## config.mk

```make
export PLATFORM = sky130hd
export DESIGN_NAME = timer_slot_bank
export DESIGN_NICKNAME = d
export VERILOG_FILES = /design/src/hdl/tsb_pkg.sv /design/src/hdl/tsb_front.sv /design/src/hdl/tsb_queue.sv /design/src/hdl/tsb_back.sv /design/src/hdl/timer_slot_bank.sv
export SDC_FILE = /design/constraint.sdc
export NUM_CORES = 1
export LEC_CHECK = 0
export ABC_CLOCK_PERIOD_IN_PS = 25400
export BUFFER_PORTS_ARGS = -buffer_cell sky130_fd_sc_hd__clkbuf_2
export CAP_MARGIN = 10
export CORE_MARGIN = 2
export CORE_UTILIZATION = 49
export DETAILED_ROUTE_END_ITERATION = 10
export GPL_TIMING_DRIVEN = 0
export PLACE_DENSITY = 0.62
export SLEW_MARGIN = 20
export SYNTH_ARGS = -nofsm -noshare
export SYNTH_HDL_FRONTEND = slang
export SYNTH_HIERARCHICAL = 1
export SYNTH_SLANG_ARGS = --single-unit
export TNS_END_PERCENT = 10
```

## constraint.sdc

```tcl
create_clock -name i_clk -period 25.4 [get_ports i_clk]
set_input_delay 0 -clock i_clk [delete_from_list [all_inputs] [get_ports i_clk]]
set_output_delay 0 -clock i_clk [all_outputs]
set_load 0.02 [all_outputs]
```

## src/hdl/tsb_pkg.sv

```systemverilog
// Shared types and constants for the timer slot bank.
`default_nettype none

package tsb_pkg;

    localparam int OP_W        = 2;
    localparam int ID_W        = 3;
    localparam int OUT_T_W     = 32;
    localparam int PERIOD_W    = 32;
    localparam int MAX_RESULTS = 8;
    localparam int CNT_W       = $clog2(MAX_RESULTS + 1);
    localparam int Q_DEPTH     = 2;

    typedef logic [CNT_W-1:0] t_cnt;

    typedef enum logic [OP_W-1:0] {
        OP_TICK  = 2'd0,
        OP_START = 2'd1,
        OP_STOP  = 2'd2
    } t_op;

    typedef enum logic [2:0] {
        K_STARTED = 3'd0,
        K_FULL    = 3'd1,
        K_STOPPED = 3'd2,
        K_IGNORED = 3'd3,
        K_EXPIRED = 3'd4
    } t_kind;

    typedef enum logic [1:0] {
        B_IDLE,
        B_SCAN,
        B_FLUSH
    } t_state;

    typedef struct packed {
        t_op             op;
        logic            reload;
        logic [ID_W-1:0] sel;
    } t_cmd_ctl;

endpackage

`default_nettype wire

```

## src/hdl/tsb_front.sv

```systemverilog
// Front end: accepts input transactions, decodes them and pushes commands to the queue.
`default_nettype none

module tsb_front #(
    parameter int TIME_BITS = 32
) (
    input  wire logic                         i_clk,
    input  wire logic                         i_rst_n,
    input  wire logic                         i_in_valid,
    output logic                              o_in_ready,
    input  wire logic [tsb_pkg::OP_W-1:0]     i_operation,
    input  wire logic [tsb_pkg::OUT_T_W-1:0]  i_now,
    input  wire logic [tsb_pkg::PERIOD_W-1:0] i_period,
    input  wire logic                         i_auto_reload,
    input  wire logic [tsb_pkg::ID_W-1:0]     i_slot_sel,
    input  wire logic                         i_full,
    output logic                              o_push,
    output tsb_pkg::t_cmd_ctl                 o_ctl,
    output logic [TIME_BITS-1:0]              o_now,
    output logic [tsb_pkg::PERIOD_W-1:0]      o_period
);

    logic                          r_vld;
    tsb_pkg::t_cmd_ctl             r_ctl;
    logic [TIME_BITS-1:0]          r_now;
    logic [tsb_pkg::PERIOD_W-1:0]  r_period;

    logic                          accept;
    logic                          legal;
    tsb_pkg::t_op                  dec_op;

    assign o_push     = r_vld && !i_full;
    assign o_in_ready = !r_vld || !i_full;
    assign accept     = i_in_valid && o_in_ready;

    always_comb begin
        unique case (i_operation)
            tsb_pkg::OP_TICK: begin
                legal  = 1'b1;
                dec_op = tsb_pkg::OP_TICK;
            end
            tsb_pkg::OP_START: begin
                legal  = 1'b1;
                dec_op = tsb_pkg::OP_START;
            end
            tsb_pkg::OP_STOP: begin
                legal  = 1'b1;
                dec_op = tsb_pkg::OP_STOP;
            end
            default: begin
                legal  = 1'b0;
                dec_op = tsb_pkg::OP_TICK;
            end
        endcase
    end

    always_ff @(posedge i_clk) begin
        if (!i_rst_n) begin
            r_vld <= 1'b0;
        end else if (accept) begin
            r_vld <= legal;
        end else if (o_push) begin
            r_vld <= 1'b0;
        end
    end

    always_ff @(posedge i_clk) begin
        if (accept) begin
            r_ctl.op     <= dec_op;
            r_ctl.reload <= i_auto_reload;
            r_ctl.sel    <= i_slot_sel;
            r_now        <= TIME_BITS'(i_now);
            r_period     <= i_period;
        end
    end

    assign o_ctl    = r_ctl;
    assign o_now    = r_now;
    assign o_period = r_period;

endmodule

`default_nettype wire

```

## src/hdl/tsb_queue.sv

```systemverilog
// Short command queue between the front end and the slot engine.
`default_nettype none

module tsb_queue #(
    parameter int W = 70
) (
    input  wire logic         i_clk,
    input  wire logic         i_rst_n,
    input  wire logic         i_push,
    input  wire logic [W-1:0] i_data,
    output logic              o_full,
    output logic              o_vld,
    output logic [W-1:0]      o_data,
    input  wire logic         i_pop
);

    localparam int PW = (tsb_pkg::Q_DEPTH > 1) ? $clog2(tsb_pkg::Q_DEPTH) : 1;
    localparam int NW = $clog2(tsb_pkg::Q_DEPTH + 1);

    logic [W-1:0]  r_mem [tsb_pkg::Q_DEPTH];
    logic [PW-1:0] r_wr_ptr;
    logic [PW-1:0] r_rd_ptr;
    logic [NW-1:0] r_count;

    assign o_full = (r_count == NW'(tsb_pkg::Q_DEPTH));
    assign o_vld  = (r_count != '0);
    assign o_data = r_mem[r_rd_ptr];

    always_ff @(posedge i_clk) begin
        if (!i_rst_n) begin
            r_wr_ptr <= '0;
            r_rd_ptr <= '0;
            r_count  <= '0;
        end else begin
            if (i_push) begin
                r_wr_ptr <= (r_wr_ptr == PW'(tsb_pkg::Q_DEPTH - 1)) ? '0 : r_wr_ptr + PW'(1);
            end
            if (i_pop) begin
                r_rd_ptr <= (r_rd_ptr == PW'(tsb_pkg::Q_DEPTH - 1)) ? '0 : r_rd_ptr + PW'(1);
            end
            if (i_push && !i_pop) begin
                r_count <= r_count + NW'(1);
            end else if (i_pop && !i_push) begin
                r_count <= r_count - NW'(1);
            end
        end
    end

    always_ff @(posedge i_clk) begin
        if (i_push) begin
            r_mem[r_wr_ptr] <= i_data;
        end
    end

endmodule

`default_nettype wire

```

## src/hdl/tsb_back.sv

```systemverilog
// Slot engine: executes start, stop and tick commands and drives the result register.
`default_nettype none

module tsb_back #(
    parameter int SLOTS     = 8,
    parameter int TIME_BITS = 32
) (
    input  wire logic                         i_clk,
    input  wire logic                         i_rst_n,
    input  wire logic                         i_cmd_vld,
    input  wire tsb_pkg::t_cmd_ctl            i_cmd,
    input  wire logic [TIME_BITS-1:0]         i_cmd_now,
    input  wire logic [tsb_pkg::PERIOD_W-1:0] i_cmd_period,
    output logic                              o_cmd_pop,
    output logic                              o_out_valid,
    input  wire logic                         i_out_ready,
    output logic [2:0]                        o_kind,
    output logic [tsb_pkg::ID_W-1:0]          o_slot_id,
    output logic [tsb_pkg::OUT_T_W-1:0]       o_began_at,
    output logic [tsb_pkg::OUT_T_W-1:0]       o_fired_at,
    output logic                              o_last
);

    localparam int IW = (SLOTS > 1) ? $clog2(SLOTS) : 1;
    localparam int CW = (TIME_BITS > tsb_pkg::PERIOD_W) ? TIME_BITS : tsb_pkg::PERIOD_W;
    localparam logic [IW-1:0] LAST_IDX = IW'(SLOTS - 1);

    // slot memories: {reload, period} and interval start
    logic [tsb_pkg::PERIOD_W:0]        r_mem_cfg   [SLOTS];
    logic [TIME_BITS-1:0]              r_mem_begin [SLOTS];
    logic [TIME_BITS-1:0]              r_rd_begin;
    logic [tsb_pkg::PERIOD_W-1:0]      r_rd_period;
    logic                              r_rd_reload;

    logic [SLOTS-1:0]                  r_busy,      n_busy;
    tsb_pkg::t_state                   r_state,     n_state;
    logic [IW-1:0]                     r_cmp_idx,   n_cmp_idx;
    tsb_pkg::t_cnt                     r_cnt,       n_cnt;
    logic                              r_hold_vld,  n_hold_vld;
    logic [tsb_pkg::ID_W-1:0]          r_hold_id,   n_hold_id;
    logic [tsb_pkg::OUT_T_W-1:0]       r_hold_beg,  n_hold_beg;
    logic [tsb_pkg::OUT_T_W-1:0]       r_hold_fire, n_hold_fire;

    logic                              r_out_vld,   n_out_vld;
    tsb_pkg::t_kind                    r_out_kind,  n_out_kind;
    logic [tsb_pkg::ID_W-1:0]          r_out_id,    n_out_id;
    logic [tsb_pkg::OUT_T_W-1:0]       r_out_beg,   n_out_beg;
    logic [tsb_pkg::OUT_T_W-1:0]       r_out_fire,  n_out_fire;
    logic                              r_out_last,  n_out_last;

    logic                              out_free;
    logic                              rd_en;
    logic [IW-1:0]                     rd_addr;
    logic                              wr_cfg_en;
    logic                              wr_beg_en;
    logic [IW-1:0]                     wr_idx;
    logic [TIME_BITS-1:0]              wr_begin;
    logic [IW-1:0]                     free_idx;
    logic                              full;
    logic [IW-1:0]                     stop_idx;
    logic                              stop_hit;
    logic [TIME_BITS-1:0]              elapsed;
    logic                              due;
    logic                              stall;

    assign out_free = !r_out_vld || i_out_ready;
    assign full     = &r_busy;
    assign stop_idx = IW'(i_cmd.sel);
    assign stop_hit = (32'(i_cmd.sel) < SLOTS) && r_busy[stop_idx];
    assign elapsed  = i_cmd_now - r_rd_begin;
    assign due      = r_busy[r_cmp_idx] && (CW'(elapsed) >= CW'(r_rd_period));
    assign stall    = due && r_hold_vld && !out_free;

    always_comb begin
        free_idx = '0;
        for (int i = SLOTS - 1; i >= 0; i--) begin
            if (!r_busy[i]) begin
                free_idx = IW'(i);
            end
        end
    end

    always_comb begin
        n_state     = r_state;
        n_busy      = r_busy;
        n_cmp_idx   = r_cmp_idx;
        n_cnt       = r_cnt;
        n_hold_vld  = r_hold_vld;
        n_hold_id   = r_hold_id;
        n_hold_beg  = r_hold_beg;
        n_hold_fire = r_hold_fire;
        n_out_vld   = r_out_vld && !i_out_ready;
        n_out_kind  = r_out_kind;
        n_out_id    = r_out_id;
        n_out_beg   = r_out_beg;
        n_out_fire  = r_out_fire;
        n_out_last  = r_out_last;
        o_cmd_pop   = 1'b0;
        rd_en       = 1'b0;
        rd_addr     = r_cmp_idx + IW'(1);
        wr_cfg_en   = 1'b0;
        wr_beg_en   = 1'b0;
        wr_idx      = r_cmp_idx;
        wr_begin    = i_cmd_now;

        unique case (r_state)
            tsb_pkg::B_IDLE: begin
                if (i_cmd_vld) begin
                    unique case (i_cmd.op)
                        tsb_pkg::OP_TICK: begin
                            rd_en      = 1'b1;
                            rd_addr    = '0;
                            n_cmp_idx  = '0;
                            n_cnt      = '0;
                            n_hold_vld = 1'b0;
                            n_state    = tsb_pkg::B_SCAN;
                        end
                        tsb_pkg::OP_START: begin
                            if (out_free) begin
                                o_cmd_pop  = 1'b1;
                                n_out_vld  = 1'b1;
                                n_out_beg  = '0;
                                n_out_fire = '0;
                                n_out_last = 1'b1;
                                if (!full) begin
                                    n_busy[free_idx] = 1'b1;
                                    wr_cfg_en        = 1'b1;
                                    wr_beg_en        = 1'b1;
                                    wr_idx           = free_idx;
                                    n_out_kind       = tsb_pkg::K_STARTED;
                                    n_out_id         = tsb_pkg::ID_W'(free_idx);
                                end else begin
                                    n_out_kind = tsb_pkg::K_FULL;
                                    n_out_id   = '0;
                                end
                            end
                        end
                        tsb_pkg::OP_STOP: begin
                            if (out_free) begin
                                o_cmd_pop  = 1'b1;
                                n_out_vld  = 1'b1;
                                n_out_id   = i_cmd.sel;
                                n_out_beg  = '0;
                                n_out_fire = '0;
                                n_out_last = 1'b1;
                                if (stop_hit) begin
                                    n_busy[stop_idx] = 1'b0;
                                    n_out_kind       = tsb_pkg::K_STOPPED;
                                end else begin
                                    n_out_kind = tsb_pkg::K_IGNORED;
                                end
                            end
                        end
                        default: begin
                            o_cmd_pop = 1'b1;
                        end
                    endcase
                end
            end
            tsb_pkg::B_SCAN: begin
                if (!stall) begin
                    if (due) begin
                        if (r_hold_vld) begin
                            n_out_vld  = 1'b1;
                            n_out_kind = tsb_pkg::K_EXPIRED;
                            n_out_id   = r_hold_id;
                            n_out_beg  = r_hold_beg;
                            n_out_fire = r_hold_fire;
                            n_out_last = 1'b0;
                        end
                        n_hold_vld  = 1'b1;
                        n_hold_id   = tsb_pkg::ID_W'(r_cmp_idx);
                        n_hold_beg  = tsb_pkg::OUT_T_W'(r_rd_begin);
                        n_hold_fire = tsb_pkg::OUT_T_W'(i_cmd_now);
                        wr_beg_en   = 1'b1;
                        if (!r_rd_reload) begin
                            n_busy[r_cmp_idx] = 1'b0;
                        end
                        n_cnt = r_cnt + tsb_pkg::t_cnt'(1);
                    end
                    if ((r_cmp_idx == LAST_IDX) ||
                        (due && (r_cnt == tsb_pkg::t_cnt'(tsb_pkg::MAX_RESULTS - 1)))) begin
                        n_state = tsb_pkg::B_FLUSH;
                    end else begin
                        rd_en     = 1'b1;
                        n_cmp_idx = rd_addr;
                    end
                end
            end
            tsb_pkg::B_FLUSH: begin
                if (!r_hold_vld || out_free) begin
                    if (r_hold_vld) begin
                        n_out_vld  = 1'b1;
                        n_out_kind = tsb_pkg::K_EXPIRED;
                        n_out_id   = r_hold_id;
                        n_out_beg  = r_hold_beg;
                        n_out_fire = r_hold_fire;
                        n_out_last = 1'b1;
                    end
                    n_hold_vld = 1'b0;
                    o_cmd_pop  = 1'b1;
                    n_state    = tsb_pkg::B_IDLE;
                end
            end
            default: begin
                n_state = tsb_pkg::B_IDLE;
            end
        endcase
    end

    always_ff @(posedge i_clk) begin
        if (!i_rst_n) begin
            r_state    <= tsb_pkg::B_IDLE;
            r_busy     <= '0;
            r_cmp_idx  <= '0;
            r_cnt      <= '0;
            r_hold_vld <= 1'b0;
            r_out_vld  <= 1'b0;
        end else begin
            r_state    <= n_state;
            r_busy     <= n_busy;
            r_cmp_idx  <= n_cmp_idx;
            r_cnt      <= n_cnt;
            r_hold_vld <= n_hold_vld;
            r_out_vld  <= n_out_vld;
        end
    end

    always_ff @(posedge i_clk) begin
        r_hold_id   <= n_hold_id;
        r_hold_beg  <= n_hold_beg;
        r_hold_fire <= n_hold_fire;
        r_out_kind  <= n_out_kind;
        r_out_id    <= n_out_id;
        r_out_beg   <= n_out_beg;
        r_out_fire  <= n_out_fire;
        r_out_last  <= n_out_last;
    end

    always_ff @(posedge i_clk) begin
        if (wr_cfg_en) begin
            r_mem_cfg[wr_idx] <= {i_cmd.reload, i_cmd_period};
        end
        if (wr_beg_en) begin
            r_mem_begin[wr_idx] <= wr_begin;
        end
        if (rd_en) begin
            {r_rd_reload, r_rd_period} <= r_mem_cfg[rd_addr];
            r_rd_begin                 <= r_mem_begin[rd_addr];
        end
    end

    assign o_out_valid = r_out_vld;
    assign o_kind      = r_out_kind;
    assign o_slot_id   = r_out_id;
    assign o_began_at  = r_out_beg;
    assign o_fired_at  = r_out_fire;
    assign o_last      = r_out_last;

endmodule

`default_nettype wire

```

## src/hdl/timer_slot_bank.sv

```systemverilog
// Top level of the timer slot bank: front end, command queue and slot engine.
// Start and stop: registered in front end, queue and result; one per cycle unless stalled.
// Tick: one slot memory read per cycle in the slot engine, unless the output stalls.
// Results of one tick leave in ascending slot order, the final one flagged with o_last.
// Reset clears all busy flags and the queue; slot memories are not cleared and need no sweep.
`default_nettype none

module timer_slot_bank #(
    parameter int SLOTS     = 8,
    parameter int TIME_BITS = 32
) (
    input  wire logic                         i_clk,
    input  wire logic                         i_rst_n,
    input  wire logic                         i_in_valid,
    output logic                              o_in_ready,
    input  wire logic [tsb_pkg::OP_W-1:0]     i_operation,
    input  wire logic [tsb_pkg::OUT_T_W-1:0]  i_now,
    input  wire logic [tsb_pkg::PERIOD_W-1:0] i_period,
    input  wire logic                         i_auto_reload,
    input  wire logic [tsb_pkg::ID_W-1:0]     i_slot_sel,
    output logic                              o_out_valid,
    input  wire logic                         i_out_ready,
    output logic [2:0]                        o_kind,
    output logic [tsb_pkg::ID_W-1:0]          o_slot_id,
    output logic [tsb_pkg::OUT_T_W-1:0]       o_began_at,
    output logic [tsb_pkg::OUT_T_W-1:0]       o_fired_at,
    output logic                              o_last
);

    localparam int QW = $bits(tsb_pkg::t_cmd_ctl) + TIME_BITS + tsb_pkg::PERIOD_W;

    logic                          f_push;
    tsb_pkg::t_cmd_ctl             f_ctl;
    logic [TIME_BITS-1:0]          f_now;
    logic [tsb_pkg::PERIOD_W-1:0]  f_period;

    logic                          q_full;
    logic                          q_vld;
    logic                          q_pop;
    logic [QW-1:0]                 q_data;
    tsb_pkg::t_cmd_ctl             q_ctl;
    logic [TIME_BITS-1:0]          q_now;
    logic [tsb_pkg::PERIOD_W-1:0]  q_period;

    tsb_front #(
        .TIME_BITS (TIME_BITS)
    ) u_front (
        .i_clk         (i_clk),
        .i_rst_n       (i_rst_n),
        .i_in_valid    (i_in_valid),
        .o_in_ready    (o_in_ready),
        .i_operation   (i_operation),
        .i_now         (i_now),
        .i_period      (i_period),
        .i_auto_reload (i_auto_reload),
        .i_slot_sel    (i_slot_sel),
        .i_full        (q_full),
        .o_push        (f_push),
        .o_ctl         (f_ctl),
        .o_now         (f_now),
        .o_period      (f_period)
    );

    tsb_queue #(
        .W (QW)
    ) u_queue (
        .i_clk   (i_clk),
        .i_rst_n (i_rst_n),
        .i_push  (f_push),
        .i_data  ({f_ctl, f_now, f_period}),
        .o_full  (q_full),
        .o_vld   (q_vld),
        .o_data  (q_data),
        .i_pop   (q_pop)
    );

    assign {q_ctl, q_now, q_period} = q_data;

    tsb_back #(
        .SLOTS     (SLOTS),
        .TIME_BITS (TIME_BITS)
    ) u_back (
        .i_clk        (i_clk),
        .i_rst_n      (i_rst_n),
        .i_cmd_vld    (q_vld),
        .i_cmd        (q_ctl),
        .i_cmd_now    (q_now),
        .i_cmd_period (q_period),
        .o_cmd_pop    (q_pop),
        .o_out_valid  (o_out_valid),
        .i_out_ready  (i_out_ready),
        .o_kind       (o_kind),
        .o_slot_id    (o_slot_id),
        .o_began_at   (o_began_at),
        .o_fired_at   (o_fired_at),
        .o_last       (o_last)
    );

    a_pop_present: assert property (@(posedge i_clk) disable iff (!i_rst_n)
        q_pop |-> q_vld)
        else $error("slot engine popped an empty queue");

    a_single_result: assert property (@(posedge i_clk) disable iff (!i_rst_n)
        (o_out_valid && (o_kind != tsb_pkg::K_EXPIRED)) |->
        (o_last && (o_began_at == '0) && (o_fired_at == '0)))
        else $error("start or stop result malformed");

    a_out_after_reset: assert property (@(posedge i_clk)
        (i_rst_n && $past(!i_rst_n)) |-> !o_out_valid)
        else $error("result valid straight after reset");

endmodule

`default_nettype wire

```

**Yosys cells after proc, flatten, opt, wreduce, memory -nomap -nowiden**

Memory sizes are Yosys's and may differ from the RTL's. A register that Yosys moved wholly into a read port is not among the register bits.
Index checks and enable logic that the tools add are counted.
W data, S select, Z words.

- $mul: 0
- Order comparisons: 7
- Bitwise logic cells: 6
- Reductions and logical operators: 44
- Mux-type cells: 143
- Shifts and indexed selects: 0
- Eq/ne operators: 26
- Div/mod/pow operators: 0
- Add/sub/neg operators: 7

Operators with widths:

| operator | number |
|---|---|
| $mux W32 | 11 |
| $pmux W32 S3 | 2 |
| $mux W3 | 35 |
| $mux W8 | 8 |
| $mux W1 | 54 |
| $ge A32 B32 Y1 | 1 |
| $pmux W8 S2 | 2 |
| $sub A32 B32 Y32 | 1 |
| $pmux W3 S2 | 3 |
| $pmux W3 S3 | 2 |
| $and A8 B8 Y8 | 2 |
| $mux W4 | 4 |
| $not A8 Y8 | 2 |
| $reduce_and A8 Y1 | 2 |
| $reduce_and A5 Y1 | 3 |
| $mux W2 | 7 |
| $logic_and A1 B1 Y1 | 12 |
| $lt A3 B4 Y1 const B | 3 |
| $ne A2 B1 Y1 const B | 6 |
| $ne A2 B2 Y1 const B | 6 |
| $reduce_and A10 Y1 | 1 |
| $demux W1 S3 | 3 |
| $ge A3 B1 Y1 const B | 3 |
| $ne A3 B2 Y1 const B | 3 |
| 29 further kinds | 57 |

- Bits in registers: 232
- Bits in writable memories: 660
- Memories kept: 3
- Bits of input ports: 74
- Bits in latches: 0
- ROM bits: 0
- Word-level logic and storage cells: 259

Memory list:

| memory | depth | width | rd ports | clocked after memory_dff | write ports | line | RTL |
|---|---|---|---|---|---|---|---|
| u_back.r_mem_cfg | 8 | 33 | 1 | 1 | 1 | tsb_back.sv:29 | `logic [tsb_pkg::PERIOD_W:0] r_mem_cfg [SLOTS];` |
| u_back.r_mem_begin | 8 | 32 | 1 | 1 | 1 | tsb_back.sv:30 | `logic [TIME_BITS-1:0] r_mem_begin [SLOTS];` |
| u_queue.r_mem | 2 | 70 | 1 | 1 | 1 | tsb_queue.sv:20 | `logic [W-1:0] r_mem [tsb_pkg::Q_DEPTH];` |

**Logic depth before layout (Yosys ltp)**

- Depth after elaboration: 18
- Mapped depth: 24

**Modules after synthesis**

Netlist, hierarchy kept.

Modules (own cells, without submodules):

| module | cells each | area each (sq um) | times used |
|---|---|---|---|
| tsb_back | 2099 | 31810.5 | 1 |
| tsb_queue | 240 | 5297.6 | 1 |
| tsb_front | 78 | 2173.3 | 1 |

**Worst setup path before layout**

No wires, ideal clock.

- Kind: reg2reg
- Start: register with a tool-made name
- End: register u_back.r_rd_begin[0] (read register of u_back.r_mem_begin) (enable)
- Data arrival time: 9.181 ns
- Setup slack: 15.641 ns
- Stages on the path, launching flop included: 21
- Library setup time: 0.578 ns
- Data required time: 24.822 ns
- Path buffers: 2
- Cells stage by stage: dfxtp_1 > buf_2 > buf_6 > mux2_2 > ha_1 > nor2b_1 > o31a_1 > or4_4 > a21oi_2 > o21ai_2 > a41oi_4 > nor3_1 > a311o_1 > ha_1 > nand4_1 > nor2_1 > a221o_1 > a211o_1 > o21ai_4 > o21bai_1 > o21ai_0

RTL lines:

| item | line | RTL |
|---|---|---|
| to (decl) | tsb_back.sv:31 | `logic [TIME_BITS-1:0] r_rd_begin;` |

==> out/metrics.csv <==
stage,metric,value,unit
sta,# setup viols final,0,
min_path,Hold Path Cell Cnt,2,
grt,global-route wire length before repair,141000,um
pwr,VDD IR max,50.9,uV
routing,drt drc,0,
placement,Final HPWL DP,64500,um
placement,GPL Wtd Cong,0.885,
sta,final worst slack,17.71,ns
yosys,synth warn,6,
floorplanning,Die Wd,287,um
worst_setup_path,R2R depth,27,
sta,Worst slew margin,0.269,
clocking,Sink Count,958,
yosys,"area leader, netlist",edfxtp_1,
worst_setup_path,type of origin of the critical path,flop,
clocking,Num CTS Buffers,98,
sta,Least-Margin Pin Slew,1.10,ns
floorplanning,Die ar.,82400,um^2
clocking,Worst-Skew Late Latency,0.65,ns
sta,Highest Clock Rate,0.130,GHz
grt,vias in the first global route,22567,
pwr,Power Dens Cells,101,nW/um^2
routing,Via Count,22359,
clocking,TritonCTS clock tree,done,
grt,total track usage,0.228,
routing,"wirelength, routed",93500,um
floorplanning,core area,79100,um^2
floorplanning,row count,103,
clocking,Root Driver,clkbuf_16,
sta,Final Max Tran Viols,0,
yosys,Yosys top cell area share,0.713,
sta,final period utilization,0.303,
sta,Worst Clk Skew,0.0145,ns
floorplanning,effective utilization at floorplan,0.496,
worst_setup_path,CP endpoint kind,flop,
placement,DP Worst Slack,17.71,ns
grt,GR Overflow Total,0,
worst_setup_path,CP required,25.75,ns
finish,Antenna diodes,0,
floorplanning,IO Pins,147,
clocking,clock tree buffer depth,3,
yosys,"FFs w/ async S/R, synth",0,
finish,Filler cells,6033,
grt,initial antenna violation count,0,
yosys,#FFs+latches synth,958,
yosys,syn_nets,2566,
yosys,Mapped Area,39300,um^2
clocking,number of buffers inserted by post-CTS setup repair,0,
sta,Final Hold Fails,0,
finish,Sequential Area,28500,um^2
yosys,most common cell in the netlist,edfxtp_1,
finish,final net count,2927,
grt,largest net degree at the start of global routing,48,
finish,area delta synth->final,17.8,%
outcome,status,completed,
worst_setup_path,Reg2Reg Setup Slack,17.71,ns
clocking,number of gates resized after cts,0,
finish,layout cells sized above 1,0.187,
routing,routed length per instance,23.9,um
yosys,Yosys cell types,81,
yosys,Post-synth EDFFs,933,
yosys,"Avg Cell Area, Syn",16.3,um^2
clocking,Post-CTS Hold Buffers,75,
yosys,Synth area leaders,"edfxtp_1 (71%), mux4_2 (4.0%), mux2i_1 (3.4%)",
worst_setup_path,Worst EP arrival,8.03,ns
sta,Final min period,7.69,ns
worst_setup_path,Crit Path Category,reg -> reg,
sta,setup tns final,0,ns
pwr,LEAKAGE,15.7,nW
min_path,Worst Hold Class,in -> reg,
routing,DRT Pass-1 Iters,6,
routing,Post-DRT Antenna Nets,0,
yosys,Synth Instances,2417,
sta,RSZ-0062 raised after global routing,false,
yosys,part of the Yosys area used for sequential elements,0.726,
clocking,H-tree depth,3,
run,max cap viols,0,
finish,Multi-input gate area,10100,um^2
yosys,Most used DFF post-synth,edfxtp_1,
placement,# port buffers,146,
routing,DR vias/cell,5.71,
worst_setup_path,crit-path max FO,10,
yosys,most instantiated cells after synthesis,"edfxtp_1 (933), nand2_1 (182), mux2i_1 (135), a21oi_1 (119), inv_1 (88)",
routing,initial drt markers,1956,
floorplanning,Die Ht,287,um
clocking,Clock Pin Slew Worst Setup and Hold Paths,0.06,ns
-- kinds of logic after synthesis --
logic type | share of synthesized area
simple gates | 0.0681
buf+inv | 0.0220
mux | 0.0946
xor+xnor | 0.00713
flops | 0.726
compound gates | 0.0581
fa+ha+maj | 0.0241
-- stage by stage --
step	cell area [um^2]	total power [W]	cells	hold slack [ns]	util
finish	46300	0.00468	3913	0.0550	0.585
global route	46300	0.00489	3913	0.0359	0.585
CTS	46300	0.00472	3913	0.0147	0.585
detailed placement	42300	0.00328	3653	0.179	0.535
global placement	41300	0.00324	3613	0.176	0.522
floorplan	39300	0.00286	2417	0.0989	-
-- final cells by class --
class	count	share of cell area
sequential	958	0.616
multi-input combinational	1250	0.217
clock buffer	130	0.0572
timing repair buffer	261	0.0501
tap	1050	0.0284
clock inverter	55	0.0119
buffer	120	0.0115
inverter	89	0.00722
-- critical path: stages, from the launching register on --
cell	delay, ns
dfxtp_1	0.32
buf_2	0.47
buf_6	0.24
mux2_2	0.46
inv_1	0.09
ha_1	0.17
inv_1	0.06
fa_1	0.42
a211oi_1	0.32
o211ai_1	0.22
nand4_1	0.17
nand3_1	0.14
a41oi_1	0.47
o21ai_0	0.17
a21oi_1	0.21
xnor2_1	0.15
ha_1	0.31
nand4_1	0.16
nor4_1	0.45
o311a_1	0.47
o21ai_4	0.12
nor2_1	0.15
nor2_1	0.11
nor3_2	0.59
buf_4	0.30
buf_4	0.18
buf_4	0.20
buf_4	0.22
-- report_power, final --
group / switching [W] / leakage [nW] / internal (W)
Combinational: 0.000765 / 5.36 / 0.000436
Sequential: 0.0000732 / 8.74 / 0.00199
Clock: 0.000586 / 1.56 / 0.000835
-- metal layers --
| metal | vias up | GRT usage | wire length [um] |
|---|---|---|---|
| met5 | - | 0 | 0 |
| met4 | 0 | 0.0625 | 2310 |
| met3 | 119 | 0.0295 | 4450 |
| met2 | 671 | 0.387 | 46900 |
| met1 | 11410 | 0.310 | 39800 |
| li1 | 10159 | - | - |
-- state kept, by name, summed over array words and instances, names as in the netlist, 2 cells and up, named ones only --
signal	flops
u_back/r_hold_beg	32
u_back/r_rd_period	32
u_front/o_now	32
u_back/r_cnt	4
u_back/o_fired_at	32
u_back/o_slot_id	3
u_back/r_state	2
u_front/o_period	32
u_back/o_began_at	32
u_front/o_ctl	6
u_back/r_hold_id	3
u_back/r_mem_cfg	264
u_back/r_busy	8
u_back/r_rd_begin	32
u_queue/r_count	2
u_back/r_mem_begin	256
u_back/r_hold_fire	32
u_back/r_cmp_idx	3
u_queue/r_mem	140
u_back/o_kind	3
-- placed cells by master (no fill, tap or decap), types with 7 or more instances in the layout --
| master | n |
|---|---|
| edfxtp_1 | 933 |
| mux4_2 | 69 |
| clkbuf_1 | 108 |
| nor2b_1 | 74 |
| o21ai_0 | 41 |
| o21a_1 | 9 |
| nor3_1 | 72 |
| mux2i_1 | 135 |
| clkinv_2 | 19 |
| buf_12 | 13 |
| ha_1 | 74 |
| xnor2_1 | 21 |
| a211o_1 | 65 |
| clkinv_1 | 20 |
| nor2_1 | 34 |
| nand2b_1 | 9 |
| dlygate4sd3_1 | 75 |
| clkbuf_2 | 148 |
| clkbuf_16 | 101 |
| a21oi_1 | 119 |
| nand3_1 | 23 |
| buf_1 | 19 |
| nor2_4 | 17 |
| nand2_1 | 182 |
| buf_16 | 18 |
| buf_2 | 8 |
| o211ai_1 | 9 |
| a211oi_1 | 8 |
| bufinv_16 | 10 |
| and2_1 | 7 |
| buf_6 | 9 |
| dfxtp_1 | 25 |
| a21o_1 | 10 |
| inv_1 | 88 |
| a31oi_1 | 12 |
| buf_4 | 10 |
| mux2_2 | 72 |
| or3_1 | 7 |
| nand4_1 | 80 |
| xor2_1 | 11 |
-- worst paths after layout --
kind / from / end
max reg2reg: flop / u_back/o_began_at[16]
min reg2reg: u_front/o_period[17] / u_queue/r_mem[0][17]
min: i_period[11] / u_front/o_period[11]
max: flop / u_back/o_began_at[16]
(Power assumes the default switching activity.)
